File: src/gfpq_pkg.sv
// ----------------------------------------------------------------------------
// gfpq_pkg
// Shared types for the group-filtered priority queue: item structs, the
// slot record held in the slot memory and the sequencer state encoding.
// ----------------------------------------------------------------------------
`default_nettype none

package gfpq_pkg;

  // Fixed field widths
  localparam int unsigned GroupW = 3;
  localparam int unsigned PrioW  = 2;
  localparam int unsigned OccW   = 5;
  localparam int unsigned LimitW = 5;

  // Reset value of the queue limit register
  localparam logic [LimitW-1:0] LimitReset = 5'd16;

  // Item kind codes
  localparam logic KindInsert = 1'b0;
  localparam logic KindTake   = 1'b1;

  // Input item
  typedef struct packed {
    logic              kind;
    logic [GroupW-1:0] group;
    logic [PrioW-1:0]  priority_req;
  } in_item_t;

  // Result item
  typedef struct packed {
    logic              accepted;
    logic              found;
    logic [GroupW-1:0] taken_group;
    logic [PrioW-1:0]  taken_priority;
    logic [OccW-1:0]   occupancy;
  } out_item_t;

  // One stored request
  typedef struct packed {
    logic [GroupW-1:0] group;
    logic [PrioW-1:0]  prio;
  } slot_t;

  // Sequencer states
  typedef enum logic [2:0] {
    ST_IDLE,
    ST_SCAN,
    ST_SCAN_LAST,
    ST_PICK,
    ST_SHIFT,
    ST_SHIFT_LAST
  } state_t;

endpackage : gfpq_pkg

`default_nettype wire

File: src/gfpq_slot_ram.sv
// ----------------------------------------------------------------------------
// gfpq_slot_ram
// Single-write, single-read slot memory with registered read data.
// ----------------------------------------------------------------------------
`default_nettype none

module gfpq_slot_ram
  import gfpq_pkg::*;
#(
  parameter int unsigned DEPTH = 16,
  parameter int unsigned AW    = 4
) (
  input  wire logic          clk,
  input  wire logic          we,
  input  wire logic [AW-1:0] waddr,
  input  wire slot_t         wdata,
  input  wire logic [AW-1:0] raddr,
  output slot_t              rdata
);

  slot_t mem [DEPTH];

  // Write port
  always_ff @(posedge clk) begin
    if (we) begin
      mem[waddr] <= wdata;
    end
  end

  // Read port, registered read data
  always_ff @(posedge clk) begin
    rdata <= mem[raddr];
  end

endmodule : gfpq_slot_ram

`default_nettype wire

File: src/group_filtered_priority_queue_core.sv
// ----------------------------------------------------------------------------
// group_filtered_priority_queue_core
// Bounded queue of requests tagged with a group and a priority; a take
// removes the oldest request of highest priority within one group.
// ----------------------------------------------------------------------------
// An item is taken when start is high and busy is low; its result appears on
// result for exactly one cycle, marked by done, and must be taken then. An
// insert finishes at the accepting edge (busy stays low) and its result shows
// on the next cycle. A take on an empty queue does the same. Any other take
// walks the slot memory: it stays busy to scan every slot for the best
// match, then to pack the younger requests down by one when the request
// removed was not the tail. The slot memory has a single read port, and
// both the scan and the pack read one slot a cycle. done is high in the
// first cycle that busy is low again. queue_limit is written through
// cfg_we / cfg_wdata; the user must write it only while idle, as the block
// itself does not enforce this. Limits above DEPTH act as DEPTH and a
// limit of zero rejects every insert.
// ----------------------------------------------------------------------------
`default_nettype none

module group_filtered_priority_queue_core
  import gfpq_pkg::*;
#(
  parameter int unsigned DEPTH = 16
) (
  input  wire logic              clk,
  input  wire logic              rst,
  input  wire logic              start,
  output logic                   busy,
  input  wire in_item_t          request,
  output logic                   done,
  output out_item_t              result,
  input  wire logic              cfg_we,
  input  wire logic [LimitW-1:0] cfg_wdata
);

  localparam int unsigned AW = (DEPTH > 1) ? $clog2(DEPTH) : 1;
  localparam int unsigned CW = $clog2(DEPTH + 1);
  localparam int unsigned LW = (CW > LimitW) ? CW : LimitW;

  // Registers
  state_t            state, state_next;
  logic [CW-1:0]     count;
  logic [LimitW-1:0] queue_limit;
  in_item_t          req_q;
  logic [AW-1:0]     ptr;
  logic [AW-1:0]     best_idx;
  logic [PrioW-1:0]  best_pri;
  logic              best_found;
  logic              rd_pending;
  logic [AW-1:0]     rd_idx;

  // Combinational
  logic              accept;
  logic              room;
  logic [AW-1:0]     last_idx;
  logic [LW-1:0]     lim_eff;
  logic              scan_hit;
  logic              mem_we;
  logic [AW-1:0]     mem_waddr;
  slot_t             mem_wdata;
  logic [AW-1:0]     mem_raddr;
  slot_t             rd_data;

  // Slot memory, packed in arrival order (slot 0 oldest)
  gfpq_slot_ram #(
    .DEPTH (DEPTH),
    .AW    (AW)
  ) u_slot_ram (
    .clk   (clk),
    .we    (mem_we),
    .waddr (mem_waddr),
    .wdata (mem_wdata),
    .raddr (mem_raddr),
    .rdata (rd_data)
  );

  // Effective limit and room check
  always_comb begin
    lim_eff  = (LW'(queue_limit) > LW'(DEPTH)) ? LW'(DEPTH) : LW'(queue_limit);
    room     = LW'(count) < lim_eff;
    last_idx = AW'(count - CW'(1));
    accept   = start && (state == ST_IDLE);
  end

  // A returned slot beats the current best for the asking group
  always_comb begin
    scan_hit = rd_pending && (rd_data.group == req_q.group) &&
               (!best_found || (rd_data.prio > best_pri));
  end

  // Next state
  always_comb begin
    state_next = state;
    unique case (state)
      ST_IDLE: begin
        if (accept && (request.kind == KindTake) && (count != '0)) begin
          state_next = ST_SCAN;
        end
      end
      ST_SCAN: begin
        if (ptr == last_idx) begin
          state_next = ST_SCAN_LAST;
        end
      end
      ST_SCAN_LAST: begin
        state_next = ST_PICK;
      end
      ST_PICK: begin
        if (!best_found || (best_idx == last_idx)) begin
          state_next = ST_IDLE;
        end else begin
          state_next = ST_SHIFT;
        end
      end
      ST_SHIFT: begin
        if (ptr == last_idx) begin
          state_next = ST_SHIFT_LAST;
        end
      end
      ST_SHIFT_LAST: begin
        state_next = ST_IDLE;
      end
      default: begin
        state_next = ST_IDLE;
      end
    endcase
  end

  // Memory control and busy
  always_comb begin
    busy      = (state != ST_IDLE);
    mem_raddr = ptr;
    mem_we    = 1'b0;
    mem_waddr = rd_idx - AW'(1);
    mem_wdata = rd_data;
    unique case (state) inside
      ST_IDLE: begin
        // append at the tail
        mem_we          = accept && (request.kind == KindInsert) && room;
        mem_waddr       = AW'(count);
        mem_wdata.group = request.group;
        mem_wdata.prio  = request.priority_req;
      end
      ST_SHIFT, ST_SHIFT_LAST: begin
        // move the slot just read down by one
        mem_we = rd_pending;
      end
      ST_SCAN, ST_SCAN_LAST, ST_PICK: begin
        mem_we = 1'b0;
      end
      default: begin
        mem_we = 1'b0;
      end
    endcase
  end

  // State register
  always_ff @(posedge clk) begin
    if (rst) begin
      state <= ST_IDLE;
    end else begin
      state <= state_next;
    end
  end

  // Config register
  always_ff @(posedge clk) begin
    if (rst) begin
      queue_limit <= LimitReset;
    end else if (cfg_we) begin
      queue_limit <= cfg_wdata;
    end
  end

  // Read tracking: data for a read issued now returns next cycle
  always_ff @(posedge clk) begin
    if (rst) begin
      rd_pending <= 1'b0;
    end else begin
      rd_pending <= (state == ST_SCAN) || (state == ST_SHIFT);
    end
    rd_idx <= ptr;
  end

  // Sequencer datapath, count and result
  always_ff @(posedge clk) begin
    if (rst) begin
      count <= '0;
      done  <= 1'b0;
    end else begin
      done <= 1'b0;
      unique case (state)
        ST_IDLE: begin
          if (accept) begin
            req_q      <= request;
            ptr        <= '0;
            best_found <= 1'b0;
            if (request.kind == KindInsert) begin
              done                  <= 1'b1;
              result.accepted       <= room;
              result.found          <= 1'b0;
              result.taken_group    <= '0;
              result.taken_priority <= '0;
              if (room) begin
                count            <= count + CW'(1);
                result.occupancy <= OccW'(count + CW'(1));
              end else begin
                result.occupancy <= OccW'(count);
              end
            end else if (count == '0) begin
              done                  <= 1'b1;
              result.accepted       <= 1'b0;
              result.found          <= 1'b0;
              result.taken_group    <= '0;
              result.taken_priority <= '0;
              result.occupancy      <= OccW'(count);
            end
          end
        end
        ST_SCAN: begin
          ptr <= ptr + AW'(1);
          if (scan_hit) begin
            best_found <= 1'b1;
            best_idx   <= rd_idx;
            best_pri   <= rd_data.prio;
          end
        end
        ST_SCAN_LAST: begin
          if (scan_hit) begin
            best_found <= 1'b1;
            best_idx   <= rd_idx;
            best_pri   <= rd_data.prio;
          end
        end
        ST_PICK: begin
          ptr <= best_idx + AW'(1);
          result.accepted <= 1'b0;
          if (!best_found) begin
            done                  <= 1'b1;
            result.found          <= 1'b0;
            result.taken_group    <= '0;
            result.taken_priority <= '0;
            result.occupancy      <= OccW'(count);
          end else if (best_idx == last_idx) begin
            // removed the tail: nothing to pack
            done                  <= 1'b1;
            count                 <= count - CW'(1);
            result.found          <= 1'b1;
            result.taken_group    <= req_q.group;
            result.taken_priority <= best_pri;
            result.occupancy      <= OccW'(count - CW'(1));
          end
        end
        ST_SHIFT: begin
          ptr <= ptr + AW'(1);
        end
        ST_SHIFT_LAST: begin
          done                  <= 1'b1;
          count                 <= count - CW'(1);
          result.accepted       <= 1'b0;
          result.found          <= 1'b1;
          result.taken_group    <= req_q.group;
          result.taken_priority <= best_pri;
          result.occupancy      <= OccW'(count - CW'(1));
        end
        default: begin
          done <= 1'b0;
        end
      endcase
    end
  end

endmodule : group_filtered_priority_queue_core

`default_nettype wire

File: config.mk
export PLATFORM = sky130hd
export DESIGN_NAME = group_filtered_priority_queue_core
export DESIGN_NICKNAME = d
export VERILOG_FILES = /design/src/gfpq_pkg.sv /design/src/gfpq_slot_ram.sv /design/src/group_filtered_priority_queue_core.sv
export SDC_FILE = /design/constraint.sdc
export NUM_CORES = 1
export LEC_CHECK = 0
export BUFFER_PORTS_ARGS = -buffer_cell sky130_fd_sc_hd__buf_2
export CAP_MARGIN = 25
export CORE_ASPECT_RATIO = 0.8
export CORE_MARGIN = 2
export CORE_UTILIZATION = 50
export DETAILED_ROUTE_END_ITERATION = 6
export PLACE_DENSITY = 0.71
export SLEW_MARGIN = 20
export SYNTH_ARGS = -nofsm -noshare
export SYNTH_HDL_FRONTEND = slang
export SYNTH_SLANG_ARGS = --single-unit
export TNS_END_PERCENT = 20
File: constraint.sdc
create_clock -name clk -period 2.15 [get_ports clk]
set_input_delay 0.3225 -clock clk [delete_from_list [all_inputs] [get_ports clk]]
set_output_delay 0.3225 -clock clk [all_outputs]
set_load 0.005 [all_outputs]
==> key figures, run 1 <==
Run status
  – Status: finished with violations
  – Violated checks: negative setup slack

Finish
  – P&R area growth vs syn: 26.4%
  – Sequential Area: 3670 um2
  – Fillers: 776
  – Net count, final: 541
  – Finished Cell Area: 7580 um2
  – Inserted Diodes: 0
  – Share of cells above drive strength 1: 36.2%
  – Final design utilization: 65.3%
  – Multi-input logic area: 2450 um2

Clocking
  – Total number of H-tree levels: 4
  – CTS root buffer: clkbuf_16
  – Worst skew pair latency: 0.42 ns
  – CTS tree: yes
  – Clock-pin slew on the worst setup and hold paths: 0.06 ns
  – Num Clock Sinks: 130
  – Bufs on Longest Clock Path: 2
  – Total CTS buffers: 17
  – Hold buffers post-CTS: 0

Worst setup path
  – Crit. Startpoint: queue_limit[4]
  – Arrival time at the worst endpoint: 2.55 ns
  – R2R Setup Slk: -0.1 ns
  – Setup crit start kind: flop
  – R2R depth: 8
  – WP data required: 2.45 ns
  – Crit. End Element: flop
  – Crit path max fanout: 5
  – R2R Path Start: queue_limit[4]
  – Crit path capture: count[3]
  – Kind of critical path: reg -> reg
  – Worst r2r dst: count[3]

Power
  – PwrDens: 815 nW/um2
  – Switch Pwr: 1.51 mW
  – Leak: 2.71 nW
  – P_int: 4.67 mW
  – Combinational fraction of design power: 9.9%
  – Register share of total power: 46.0%
  – Max VDD drop: 0.636 mV
  – Switching share of power: 24.5%
  – Clock Power Share: 44.2%

Place
  – DP Area: 6730 um2
  – Sum of net half-perimeters after detailed placement: 9.64 mm
  – Setup WS pre-CTS: -0.207 ns
  – Port Buf Inserts: 28
  – Placer Congestion: 0.922

Yosys
  – Top cell type's share of synthesized area: 53.0%
  – Gate Count Post-Synth: 435
  – Asr flop ratio synth: 0%
  – EDFF count, synth: 106
  – Mapped Area: 6000 um2
  – Cell with the most instances after synthesis: edfxtp_1
  – Netlist cell types: 62
  – Mean post-synth cell area: 13.8 um2
  – Synth area leader: edfxtp_1
  – Seq/Total Area, Yosys: 61.1%
  – Ranking of synthesized cells by area: edfxtp_1 53%, mux4_2 9.4%, dfxtp_1 8.0%
  – Commonest cells in the netlist: 106 x edfxtp_1, 35 x nand2_1, 30 x nor2_1
  – Post-Synthesis Net Count: 461
  – Yosys warns: 0
  – Yosys reg bits: 130
  – Main synth FF type: edfxtp_1

Routing
  – Met2 WL: 6.42 mm
  – Met3 WL: 1.36 mm
  – Iteration-0 DRC Markers: 478
  – Vias per cell: 6.04
  – Uppermost routed layer: met4
  – Vias: 4082
  – WL final: 14.5 mm
  – Met1 WL: 6.53 mm
  – Avg WL per Cell: 21.4 um
  – First-pass DRT Iterations: 5
  – DRC violations left: 0
  – Post-DRT Antenna Nets: 0

Timing
  – Final Cycle Share: 105%
  – Post-route clock skew: 0.0147 ns
  – Setup violators final: 59
  – Hold violation total from the final report: 0
  – Slew @ Worst Pin: 0.677 ns
  – Setup ws final: -0.0973 ns
  – Worst hold slack: 0.109 ns
  – Fmax achieved: 445 MHz
  – RSZ-0062 raised after global routing: true
  – Slew Limit Fails: 0
  – Max-slew headroom: 54.7%
  – Tmin final: 2.25 ns

Hold path
  – Hold Path Class: in -> reg

Job
  – Max-cap check violation count: 0

Floorplanning
  – # IOs: 29
  – Die area: 12900 um2
  – Die height: 102 um
  – Initial Utilization: 51.7%
  – Die width: 126 um
  – CORE AREA: 11600 um2
  – Rows: 35

GRT
  – First-pass GRT wire length: 22.3 mm
  – Largest net degree at the start of global routing: 23
  – GR Overflow Total: 0
  – Gr usage total: 23.4%
  – Vias in the first global route: 3946
  – Initial antenna violation count: 0
## metrics by stage
stage | power (mW) | setup TNS (ns) | cells
finish | 6.18 | -2.85 | 676
global route | 6.36 | -9.31 | 676
CTS | 6.18 | -5.42 | 682
detailed placement | 3.42 | -11.95 | 644
global placement | 3.41 | -7.57 | 644
floorplan | 3.20 | -0.0456 | 435
## placed cells by master (no fill, tap or decap), types with 3 or more instances in the layout
cell type and n:
nand2b_1 3, buf_6 5, nor3_1 4, mux2i_1 4, ha_4 4, o22ai_1 6
buf_4 44, nand3_1 23, buf_12 5, buf_2 28, o21ai_0 5, mux4_2 25
xor2_1 4, inv_6 3, nor2b_1 7, nor4_1 3, or4_1 4, dfxtp_1 22
nor3_4 3, inv_1 15, clkinvlp_4 3, nor2_1 14, edfxtp_1 106, a21oi_1 11
nand2_1 31, o211ai_1 5, a22oi_1 3, and2_1 8, clkinv_4 4, ha_1 7
nor2_4 14, clkbuf_16 18, xnor2_1 20, nand2_4 3
## worst min-delay path by stage
| stage | start | end | slack [ns] | cells past startpoint |
|---|---|---|---|---|
| 2_1_floorplan | mem_raddr[2] | rd_idx[2] | 0.35 | 0 |
| 3_3_place_gp | u_slot_ram.rdata[0] | best_pri[0] | 0.44 | 0 |
| 3_5_place_dp | u_slot_ram.rdata[0] | best_pri[0] | 0.45 | 0 |
| 4_1_cts | request[3] | req_q[3] | 0.1 | 1 |
| 5_1_grt | request[3] | req_q[3] | 0.1 | 1 |
| 6_report | request[3] | req_q[3] | 0.11 | 1 |
## power by group through the flow
stage               clock network (mW)  logic [mW]  registers [mW]
finish                            2.73       0.610            2.84
global route                      2.86       0.654            2.85
CTS                               2.75       0.587            2.84
detailed placement                   0       0.531            2.89
global placement                     0       0.520            2.89
floorplan                            0       0.318            2.88
## worst max-delay path, cell delays in order, from the launching register on
cell,delay [ns]
dfxtp_2,0.35
clkinv_4,0.10
nand2_4,0.10
ha_4,0.21
a21oi_4,0.17
o22ai_4,0.10
or4_1,0.55
a211oi_2,0.21
mux2_1,0.34
## kinds of logic after synthesis
group	share of synthesized area (%)
simple gates	10.9
flops	61.1
compound gates	7.94
buf+inv	3.00
mux	10.6
xor+xnor	4.15
fa+ha+maj	2.29
## registers in the layout (all words and copies together), names as in the netlist, 2 cells and up
signal and count:
count 5, result 12, rd_idx 4, u_slot_ram.rdata 5, best_idx 4, queue_limit 5
state 3, u_slot_ram.mem 80, best_pri 2, req_q 3, mem_raddr 4
## layout make-up
type                            instances  share of cell area, %
Timing Repair Buffer                   83                   8.60
Multi-Input combinational cell        266                   32.3
Inverter                               17                  0.907
Clock inverter                         15                   1.77
Clock buffer                           17                   5.61
Sequential cell                       130                   48.3
Tap cell                              148                   2.44
## per-layer routing
| layer | vias to the layer above | track usage (%) |
|---|---|---|
| met5 | - | 0 |
| met4 | 0 | 8.37 |
| met3 | 19 | 7.07 |
| met2 | 200 | 33.7 |
| met1 | 2033 | 34.1 |
| li1 | 1830 | - |
## timing repair
item                                    in CTS  in global routing
gates resized for setup                     45                 22
buffers inserted                             5                  3
endpoints found under the setup margin      92                 98
cloned                                       1                  0
pin swaps                                   22                 17
(Power assumes the default switching activity.)
==> run 2, diff against run 1 <==
CORE_MARGIN = 4   (was 2)
CORE_UTILIZATION = 40   (was 50)
PLACE_DENSITY = 0.59   (was 0.71)
==> key figures, run 2 (synthesized netlist as in run 1, its figures left out) <==
Run status
  – Status: finished with violations
  – Violated checks: negative setup slack

Power
  – Clock Power Share: 47.0% (+2.8 points)
  – Leak: 2.77 nW (+2.4%)
  – Combinational fraction of design power: 9.2% (-0.7 points)
  – Switching share of power: 24.0% (-0.50 points)
  – Max VDD drop: 0.539 mV (-15%)
  – P_int: 4.93 mW (+5.6%)
  – PwrDens: 847 nW/um2 (+3.8%)
  – Register share of total power: 43.8% (-2.2 points)
  – Switch Pwr: 1.55 mW (+2.8%)

Timing
  – Final Cycle Share: 107% (+2.1 points)
  – Hold violation total from the final report: 0 (unchanged)
  – Tmin final: 2.29 ns (+0.0452 ns)
  – Max-slew headroom: 57.1% (+2.3 points)
  – Post-route clock skew: 0.00848 ns (-0.00623 ns)
  – Slew Limit Fails: 0 (unchanged)
  – Fmax achieved: 436 MHz (-2.0%)
  – RSZ-0062 raised after global routing: true
  – Setup violators final: 81 (+37%)
  – Slew @ Worst Pin: 0.643 ns (-0.0348 ns)
  – Setup ws final: -0.143 ns (-0.0452 ns)

Finish
  – Net count, final: 547 (+1.1%)
  – Top flop regs: u_slot_ram.mem x80, result x12
  – Share of cells above drive strength 1: 36.5% (+0.34 points)
  – P&R area growth vs syn: 27.7%
  – Max reg flops: 80 (unchanged)
  – Inserted Diodes: 0 (unchanged)
  – Most common cell after layout, fill and taps aside: edfxtp_1
  – Finished Cell Area: 7660 um2 (+1.1%)
  – Most frequent cells in the layout: 106 x edfxtp_1, 52 x buf_4, 31 x nand2_1, 28 x buf_2, 25 x mux4_2
  – Most flop-heavy register: u_slot_ram.mem

Worst setup path
  – Crit path max fanout: 6 (+1)
  – R2R Path Start: queue_limit[4]
  – Crit. End Element: flop
  – Setup crit start kind: flop
  – WP data required: 2.30 ns (-0.15 ns)
  – Arrival time at the worst endpoint: 2.44 ns (-0.11 ns)
  – Crit. Startpoint: queue_limit[4]
  – Kind of critical path: reg -> reg

Place
  – Setup WS pre-CTS: -0.197 ns (+0.0104 ns)
  – DP Area: 6820 um2 (+1.3%)
  – Port Buf Inserts: 28 (unchanged)
  – Sum of net half-perimeters after detailed placement: 10.1 mm (+4.5%)
  – Placer Congestion: 0.860 (-6.8%)

GRT
  – Largest net degree at the start of global routing: 25 (+8.7%)
  – Vias in the first global route: 3913 (-0.84%)
  – First-pass GRT wire length: 22.8 mm (+2.3%)
  – Gr usage total: 17.5% (-6.0 points)
  – Initial antenna violation count: 1 (+1)
  – GR Overflow Total: 0 (unchanged)

Clocking
  – Num Clock Sinks: 130 (unchanged)
  – CTS tree: yes
  – Clock-pin slew on the worst setup and hold paths: 0.06 ns (about the same)
  – Worst skew pair latency: 0.43 ns (about the same)
  – Total CTS buffers: 17 (unchanged)
  – Hold buffers post-CTS: 0 (unchanged)
  – Bufs on Longest Clock Path: 2 (unchanged)
  – Total number of H-tree levels: 4 (unchanged)
  – CTS root buffer: clkbuf_16

Routing
  – Vias: 3947 (-3.3%)
  – WL final: 14.3 mm (-1.2%)
  – First-pass DRT Iterations: 4 (-1)
  – DRC violations left: 0 (unchanged)
  – Avg WL per Cell: 20.0 um (-6.9%)
  – Vias per cell: 5.50 (-9.0%)
  – Post-DRT Antenna Nets: 0 (unchanged)
  – Iteration-0 DRC Markers: 406 (-15%)

Floorplanning
  – Initial Utilization: 41.4% (-10 points)
  – Die width: 145 um (+15%)
  – # IOs: 29 (unchanged)
  – Rows: 39 (+11%)
  – CORE AREA: 14500 um2 (+25%)
  – Die height: 118 um (+15%)
  – Die area: 17000 um2 (+32%)

Hold path
  – Hold Path Class: in -> reg
  – Hold path start: request[4]

Job
  – Max-cap check violation count: 0 (unchanged)
[run 2: cell types whose count changed in the layout (fill, tap and decap cells not counted), moves of 3 or more]
cell and delta:
buf_6 -3, clkinvlp_4 -3, inv_6 +3, buf_4 +8
[run 2: layer usage]
metal  vias to the layer above  global-route usage (%)  part of all wire [%]  wire (um)
li1                       1844                       -                     -          -
met1                      1936                    26.3                    50       7100
met2                       141                    23.9                    42       6090
met3                        24                    5.12                   6.4        914
met4                         2                    6.29                   1.5        213
met5                         -                       0                 0.091         13
[run 2: final timing paths]
| kind | endpoint | slack, ns | depth (start not counted) |
|---|---|---|---|
| max reg2reg | u_slot_ram.mem[14][1] | -0.14 | 11 |
| min reg2reg | best_pri[0] | 0.46 | 0 |
| max | u_slot_ram.mem[14][1] | -0.14 | 11 |
| min | req_q[4] | 0.11 | 1 |
[run 2: final cells by class]
cell class | count | area, um2
sequential | 130 | 3670
timing repair buffer | 89 | 688
clock inverter | 15 | 195
fill | 1210 | 6830
multi-input combinational | 266 | 2390
tap | 184 | 230
clock buffer | 17 | 425
inverter | 17 | 68.8
[run 2: power groups by stage]
stage	clock (mW)	sequential [mW]	combinational, mW
4_1_cts	3.09	2.84	0.563
5_1_grt	3.21	2.85	0.647
3_3_place_gp	0	2.89	0.547
3_5_place_dp	0	2.89	0.554
2_1_floorplan	0	2.88	0.318
6_report	3.05	2.84	0.597
[run 2: timing repair]
action	CTS	global route
gates resized for setup	14	36
cloned	0	1
setup endpoints to repair	81	99
buffers inserted	0	4
pin swaps	0	24
[run 2: stage by stage]
step,total power [mW],TNS (ns),utilization (%),hold slack [ns],cells
floorplan,3.20,-0.0456,-,0.346,435
global placement,3.44,-3.69,47.1,0.436,686
detailed placement,3.44,-9.06,47.1,0.434,686
CTS,6.49,-4.45,51.7,0.0903,718
global route,6.70,-13.18,52.9,0.0990,718
finish,6.49,-7.51,52.9,0.105,718
[run 2: worst max-delay path, cell delays in order (launching register included)]
cell      delay, ns
dfxtp_2        0.35
clkinv_4       0.10
nand2_4        0.08
ha_4           0.21
a21oi_4        0.15
o22ai_2        0.11
nor3_2         0.26
a32oi_2        0.23
buf_12         0.20
buf_8          0.13
nor2_4         0.08
buf_6          0.12
==> run 3, diff against run 2 <==
PLACE_DENSITY = 0.57   (was 0.59)
clock period = 2.5 ns   (was 2.15 ns; I/O delays follow)
==> key figures, run 3 (synthesized netlist as in run 1, its figures left out) <==
Floorplanning
  – Initial Utilization: 41.4% (unchanged)
  – Die width: 145 um (unchanged)
  – Die height: 118 um (unchanged)
  – Die area: 17000 um2 (unchanged)
  – # IOs: 29 (unchanged)
  – Rows: 39 (unchanged)
  – CORE AREA: 14500 um2 (unchanged)

GRT
  – GR Overflow Total: 0 (unchanged)
  – First-pass GRT wire length: 21.9 mm (-4.1%)
  – Largest net degree at the start of global routing: 25 (unchanged)
  – Initial antenna violation count: 0 (-1)
  – Gr usage total: 16.5% (-0.97 points)
  – Vias in the first global route: 3881 (-0.82%)

Clocking
  – CTS root buffer: clkbuf_16
  – Clock-pin slew on the worst setup and hold paths: 0.05 ns (about the same)
  – CTS tree: yes
  – Total CTS buffers: 17 (unchanged)
  – Worst skew pair latency: 0.41 ns (-0.02 ns)
  – Total number of H-tree levels: 4 (unchanged)
  – Num Clock Sinks: 130 (unchanged)
  – Bufs on Longest Clock Path: 2 (unchanged)

Place
  – Port Buf Inserts: 28 (unchanged)
  – Sum of net half-perimeters after detailed placement: 9.64 mm (-4.3%)
  – Placer Congestion: 0.882 (+2.5%)
  – Dpl cells: 665 (-3.1%)

Routing
  – Avg WL per Cell: 19.1 um (-4.3%)
  – Iteration-0 DRC Markers: 517 (+27%)
  – Post-DRT Antenna Nets: 0 (unchanged)
  – First-pass DRT Iterations: 4 (unchanged)
  – WL final: 13.3 mm (-7.0%)
  – DRC violations left: 0 (unchanged)
  – Vias: 3816 (-3.3%)
  – Vias per cell: 5.47 (-0.55%)

Finish
  – Max reg flops: 80 (unchanged)
  – Share of cells above drive strength 1: 27.2% (-9.3 points)
  – Most common cell after layout, fill and taps aside: edfxtp_1
  – Inserted Diodes: 0 (unchanged)
  – Fillers: 1217 (+0.58%)
  – P&R area growth vs syn: 20.7%
  – Non-Filler Instances: 698 (-2.8%)
  – Top flop regs: u_slot_ram.mem x80, result x12
  – Most frequent cells in the layout: 106 x edfxtp_1, 39 x buf_4, 35 x nand2_1, 29 x nor2_1, 28 x buf_2
  – Most flop-heavy register: u_slot_ram.mem
  – Net count, final: 527 (-3.7%)

Timing
  – Slew Limit Fails: 0 (unchanged)
  – Worst hold slack: 0.159 ns (+0.0536 ns)
  – Hold violation total from the final report: 0 (unchanged)
  – Max-slew headroom: 61.0% (+3.9 points)
  – Final Cycle Share: 95.5% (-11 points)
  – Setup violators final: 0 (-100%)
  – Fmax achieved: 419 MHz (-4.0%)
  – Tmin final: 2.39 ns (+0.0956 ns)
  – Post-route clock skew: 0.00684 ns (-0.00165 ns)
  – TNS Setup: 0 ns (+7.51 ns)
  – Slew @ Worst Pin: 0.581 ns (-0.0615 ns)
  – RSZ-0062 raised after global routing: false

Worst setup path
  – Crit. End Element: flop
  – Arrival time at the worst endpoint: 2.51 ns (+0.07 ns)
  – Kind of critical path: reg -> reg
  – Crit path max fanout: 16 (+10)
  – WP data required: 2.62 ns (+0.32 ns)
  – Setup crit start kind: flop
  – R2R Setup Slk: 0.11 ns (+0.25 ns)

Power
  – Leak: 2.61 nW (-5.8%)
  – PwrDens: 763 nW/um2 (-9.9%)
  – Max VDD drop: 0.431 mV (-20%)
  – Final total power: 5.53 mW (-15%)

Hold path
  – Hold Path Class: in -> reg

Job
  – Max-cap check violation count: 0 (unchanged)

Run status
  – Status: finished, final reports clean
-- run 3: final timing paths --
kind	end	cells after the start	from
setup reg to reg	u_slot_ram.mem[0][2]	10	queue_limit[4]
hold / removal	req_q[4]	1	request[4]
setup / recovery	u_slot_ram.mem[0][2]	10	queue_limit[4]
hold reg to reg	best_pri[0]	0	u_slot_ram.rdata[0]
-- run 3: routing by layer --
layer	global-route usage [%]	part of all wire, %	vias to the layer above
li1	-	-	1799
met3	4.70	6.4	10
met1	25.1	50	1888
met4	4.75	0.91	0
met5	0	0	-
met2	23.0	43	119
-- run 3: what timing repair did --
| item | in CTS | in global routing |
|---|---|---|
| hold buffers | 0 | 0 |
| setup endpoints to repair | 5 | 61 |
| pin swaps | 0 | 1 |
| gates resized for setup | 1 | 4 |
| setup buffers | 0 | 1 |
-- run 3: final cells by class --
| class | instances | area, um2 | area share (%) |
|---|---|---|---|
| clock inverter | 14 | 210 | 2.90 |
| multi-input combinational | 266 | 2170 | 30.0 |
| inverter | 17 | 63.8 | 0.881 |
| clock buffer | 18 | 429 | 5.92 |
| sequential | 130 | 3660 | 50.6 |
| timing repair buffer | 69 | 473 | 6.53 |
| tap | 184 | 230 | 3.18 |
-- run 3: where the power goes --
group          internal (mW)  total, mW  switching (mW)
registers               2.41       2.45          0.0352
logic                  0.177      0.414           0.236
clock network           1.77       2.66           0.898
-- run 3: critical path, stage by stage (launching register included) --
cell     delay [ns]
dfxtp_1        0.31
inv_1          0.13
nand2_1        0.09
ha_1           0.31
a21oi_2        0.17
o22ai_2        0.13
nor3_2         0.25
a32oi_1        0.15
buf_4          0.21
nor2_1         0.18
buf_4          0.18
-- run 3: stage by stage --
stage               cell area, um2  setup slack (ns)  util (%)
global route                  7250           0.00357      50.0
global placement              6580             0.136      45.4
floorplan                     6000             0.169         -
detailed placement            6580            0.0152      45.4
CTS                           7220             0.111      49.8
finish                        7250             0.112      50.0
